--- src/sv/cste_ram.sv ---
`timescale 1ns / 1ps
module cste_ram #(
    parameter int WIDTH = 48,
    parameter int DEPTH = 64
) (
    input  logic                     clk,
    input  logic                     we,
    input  logic [$clog2(DEPTH)-1:0] waddr,
    input  logic [WIDTH-1:0]         wdata,
    input  logic                     re,
    input  logic [$clog2(DEPTH)-1:0] raddr,
    output logic [WIDTH-1:0]         rdata
);

    logic [WIDTH-1:0] mem_reg [0:DEPTH-1];
    logic [WIDTH-1:0] rdata_reg;

    always_ff @(posedge clk)
    begin
        if (we)
        begin
            mem_reg[waddr] <= wdata;
        end
        if (re)
        begin
            rdata_reg <= mem_reg[raddr];
        end
    end

    assign rdata = rdata_reg;

endmodule

--- config.mk ---
export PLATFORM = sky130hd
export DESIGN_NAME = cste_ram
export DESIGN_NICKNAME = d
export VERILOG_FILES = /design/src/sv/cste_ram.sv
export SDC_FILE = /design/constraint.sdc
export NUM_CORES = 2
export LEC_CHECK = 0
export BUFFER_PORTS_ARGS = -buffer_cell sky130_fd_sc_hd__clkbuf_2
export CAP_MARGIN = 20
export CORE_MARGIN = 2
export CORE_UTILIZATION = 23
export CTS_CLUSTER_SIZE = 8
export DETAILED_ROUTE_END_ITERATION = 16
export GPL_TIMING_DRIVEN = 0
export SLEW_MARGIN = 20
export SYNTH_ARGS = -nofsm -noshare
export SYNTH_HDL_FRONTEND = slang
export SYNTH_SLANG_ARGS = --single-unit
export TNS_END_PERCENT = 100
--- constraint.sdc ---
create_clock -name clk -period 4.5 [get_ports clk]
set_input_delay 0.225 -clock clk [delete_from_list [all_inputs] [get_ports clk]]
set_output_delay 0.225 -clock clk [all_outputs]
set_load 0.03 [all_outputs]
# Word-level counts from Yosys, hierarchy flattened
# Memory sizes are Yosys's and may differ from the RTL's. A register that Yosys moved wholly into a read port is not among the register bits.
# Cells that the tools add are included.
[totals]
mem_count = 1
rom_bits = 0
ramBits = 3072
latch_bits = 0
in_bits = 63
ff_bits = 0
[mem_list]
columns = ["memory", "depth", "width", "rd", "rd_clocked_by_memory_dff", "wr", "line_no", "source"]
rows = [
  ["mem_reg", 64, 48, 1, 1, 1, "15", "logic [WIDTH-1:0] mem_reg [0:DEPTH-1];"],
]
[op_classes]
shift = 0
eq_ne = 0
reduce_logical = 0
bitwise = 0
mux = 2
n_lt_le_gt_ge = 0
multipliers = 0
n_addsub = 0
div_mod_pow = 0
[ops]
columns = ["cell", "count"]
rows = [
  ["2-to-1 mux 1 bit", 2],
]

# Depth between registers and ports, before layout
[logic_depth]
depth_word = 2
depth_mapped = 9

# Least setup slack after synthesis
# Ideal clock, no wire load.
[synth_timing]
path_kind = "input port to flip-flop"
start = "in waddr[3]"
end = "mem mem_reg[48][0] (enable)"
slack_ns = -0.010
arrival_ns = 3.997
cell_stages = 4
t_required_ns = 3.987
path_buffers = 1
path_cell_list = "clkbuf_1 > nor2b_1 > nand4b_1 > nor3_1"
[synth_rtl]
columns = ["item", "line_no", "source"]
rows = [
  ["from (decl)", "8", "input logic [$clog2(DEPTH)-1:0] waddr,"],
  ["to (decl)", "15", ""],
]
# Straight into the memory's write port.

==> results list <==
- Clock tree root buffer cell: clkbuf_16
- The share of total power dissipated in combinational logic is 0.054.
- TritonCTS built the clock tree.
- For this design the ratio of total power to cell area is 447 mW/mm^2.
- For the worst-skew pair, the clock arrives at the later sink with an insertion delay of 0.98 ns.
- H-tree levels: 5
* Biggest area consumer among synthesized cells: edfxtp_1
* Placed Instances: about 12,000
- Critical path endpoint category: flop
* Post-CTS Setup Repair Bufs: 0
- Pin slew with the least headroom to its limit: about 1.3 ns
- Placeable core region: 0.509 sq mm
- Run status: finished, final reports clean
- Via count of the first global-routing pass: 60,043
* Max reg flops: 3,072
* Proportion of layout cells with a drive suffix above 1: 0.314
- Along the worst path, the maximum fanout reaches 10.
- After detailed placement, the total cell area comes to around 0.13 sq mm.
* Worst ir drop on vdd: 0.347 mV
* Initial antenna violation count: 67
- During synthesis, Yosys emitted a total of 0 warnings.
* DP Wirelength: 251,000 microns
- EDFF count, synth: 3,120
- Storage element area: 0.0937 sq mm
- Summed over all cells, the static leakage comes to ~44 nW.
* Die footprint: 0.517 sq mm
- Final cell count without fillers: 12,542
- The number of buffers and inverters on the critical path is 4.
* Largest net degree at the start of global routing: 65
* Core occupancy in the finished layout: 0.283
- Worst Setup Slack, final: 0.658 ns
- Of the total power, the share spent switching nets is 0.217.
- The finished cells cover 0.144 sq mm.
- Gp weighted congestion: 0.806
- Final critical delay including setup and external delays: 3.84 ns
- For this run, the detailed router's first-pass iteration total came to 6.
* Post-DR wirelength/cell: 29.4 microns
- Post-route antenna net violation count: 0
- The library cell used most frequently in the layout, excluding fill and tap cells, is edfxtp_1.
* Period utilisation layout: 0.854
* Category of the worst setup path launch point: input port
- Async set or reset register ratio after synthesis: 0
- The longest clock path from root to sink contains 4 buffers.
- Min-Delay Path Class: in2reg
- Clock network fraction of design power: 0.443
* Maximum capacitance violations: 0
* Total routed wirelength: 369,000 microns
- Arr. time, crit path: 4.42 ns
* Net count, final: 5,805
* Maximum clock frequency: 260 MHz
- Setup Slack @ Placement: -0.101 ns
* Highest cell delay on the worst timing path: approximately 0.96 ns
- Effective utilization at floorplan: 0.231
- First-pass GRT wire length: 500,000 microns
- Measured along the y axis, the die boundary spans between 700 and 800 microns.
* Most common flop cell mapped by yosys: edfxtp_1
- The share of total power dissipated in sequential elements is 0.503.
- Power comes to about 64 mW.
- Portion of the post-synthesis area used by sequential elements: 0.797
- In the layout the commonest cells are edfxtp_1 (3,120), mux4_2 (754), clkbuf_16 (437).
- For this run, the total global-route usage over all layers was measured as 0.137.
- For this design the top-level I/O count stands at 111.
- The number of pins with negative max-slew slack in the final report came to 0.
* Detailed Route Iter0 Violations: 9,579
* Top delay family on crit path: buffers and inverters
- Fill cells in the final layout number just under 50,000.
- Footprint of the multi-input gates: between 0.02 and 0.025 sq mm
- The internal portion of the total power is approximately 50 mW.
- Slew HR: 0.129
- Floorplan die width: approximately 720 microns
- The synthesized netlist occupies a cell area of around 0.12 sq mm.
* Average instance area after synthesis: 23.7 sq um
* Setup repair after global routing missed its margin: false
- Final-report setup violation count: 0
- Synthesized Nets: just over 5,000
- Final TNS setup: 0 ns
* Row cnt: 262
- Traced cell by cell, the critical path runs through clkbuf_2 -> clkbuf_1 -> or2_2 -> clkbuf_2 -> buf_1 -> o22ai_1 -> nor3_1 -> nor2_1 -> a221oi_1.
- Crit Path Category: in2reg
- Most used cell, CP: clkbuf_2
- Final setup skew: 0.109 ns
* Area share of the largest cell type after synthesis: 0.797
- Worst endpoint required time: 5.08 ns
- On the critical path, the stage with the largest delay is an instance of buf_1.
- Area growth, synth to finish: 22.4%
- The number of clock buffers added by TritonCTS is 433.
- The final route contains 60,494 vias.
- Vias per inst: about 4.8
- The count of buffers added on input and output ports is 102.
* Leftover overflow at the end of global routing: 0
* CTS clk-pin slew, worst paths: approximately 0.05 ns
* Sw power: 14.0 mW
- Final count of hold timing violations: 0
- In this run, distinct cell masters in the synthesized netlist total 35.
- After detailed routing, the number of remaining DRC violations is 0.
- Ranked by total cell area, the synthesized netlist is headed by edfxtp_1 (80%), mux4_2 (14%), o22ai_1 (0.65%).
* Clock Sinks: 3,120
* Cell count after synthesis: 4,970
- Hold WS: ~0.03 ns
- Number of synthesized register bits: 3,120
[path summary, 6_finish.rpt]
path | start | end | slack [ns] | depth (start not counted)
setup reg to reg | mem_reg[57][3]$_DFFE_PP_ | rdata[3]$_DFFE_PP_ | 1.62 | 5
hold / removal | wdata[2] | mem_reg[32][2]$_DFFE_PP_ | 0.03 | 1
hold reg to reg | mem_reg[58][20]$_DFFE_PP_ | rdata[20]$_DFFE_PP_ | 0.91 | 4
setup / recovery | raddr[3] | rdata[34]$_DFFE_PP_ | 0.66 | 9
[layer usage]
| metal | vias up | GRT usage | routed length, microns |
|---|---|---|---|
| li1 | 23036 | - | - |
| met1 | 32530 | 0.183 | 142000 |
| met2 | 4091 | 0.212 | 167000 |
| met3 | 811 | 0.0384 | 44000 |
| met4 | 26 | 0.0540 | 15700 |
| met5 | - | 0 | 185 |
[cells in the mapped netlist (24+ instances only)]
master and instances:
edfxtp_1 3120, mux4_2 754, nor2_1 132, o22ai_1 122, buf_2 98, clkbuf_1 98, a221oi_1 83, a21oi_1 74
a22oi_1 72, mux2i_1 63, buf_4 62, a22o_1 57, nand2_1 55, a211oi_1 32, o221ai_1 28, nor2b_1 24
[final cells by class]
class	instances	share of cell area
clock inverter	22	0.00239
antenna	43	0.000748
tap	6732	0.0585
sequential	3120	0.651
timing repair buffer	337	0.0413
clock buffer	438	0.0760
buffer	282	0.0105
multi-input combinational	1568	0.159
[cell families after synthesis]
kind of cell    Yosys count  share of synthesized area
compound gates          486                     0.0301
flops                  3120                      0.797
mux                     829                      0.151
buf+inv                 282                     0.0127
simple gates            253                    0.00953
[what timing repair did]
action,in CTS,in global routing
gates resized for setup,0,0
endpoints found under the setup margin,0,0
hold buffers,4,11
hold endpoints to repair,147,704
[power groups by stage]
| stage | clock [mW] | combinational, mW | sequential [mW] |
|---|---|---|---|
| 2_1_floorplan | 0 | 1.54 | 33.0 |
| 3_3_place_gp | 0 | 3.21 | 33.0 |
| 3_5_place_dp | 0 | 3.41 | 32.9 |
| 4_1_cts | 28.8 | 3.43 | 32.4 |
| 5_1_grt | 30.0 | 3.58 | 32.4 |
| 6_report | 28.5 | 3.45 | 32.4 |
(Power assumes the default switching activity.)
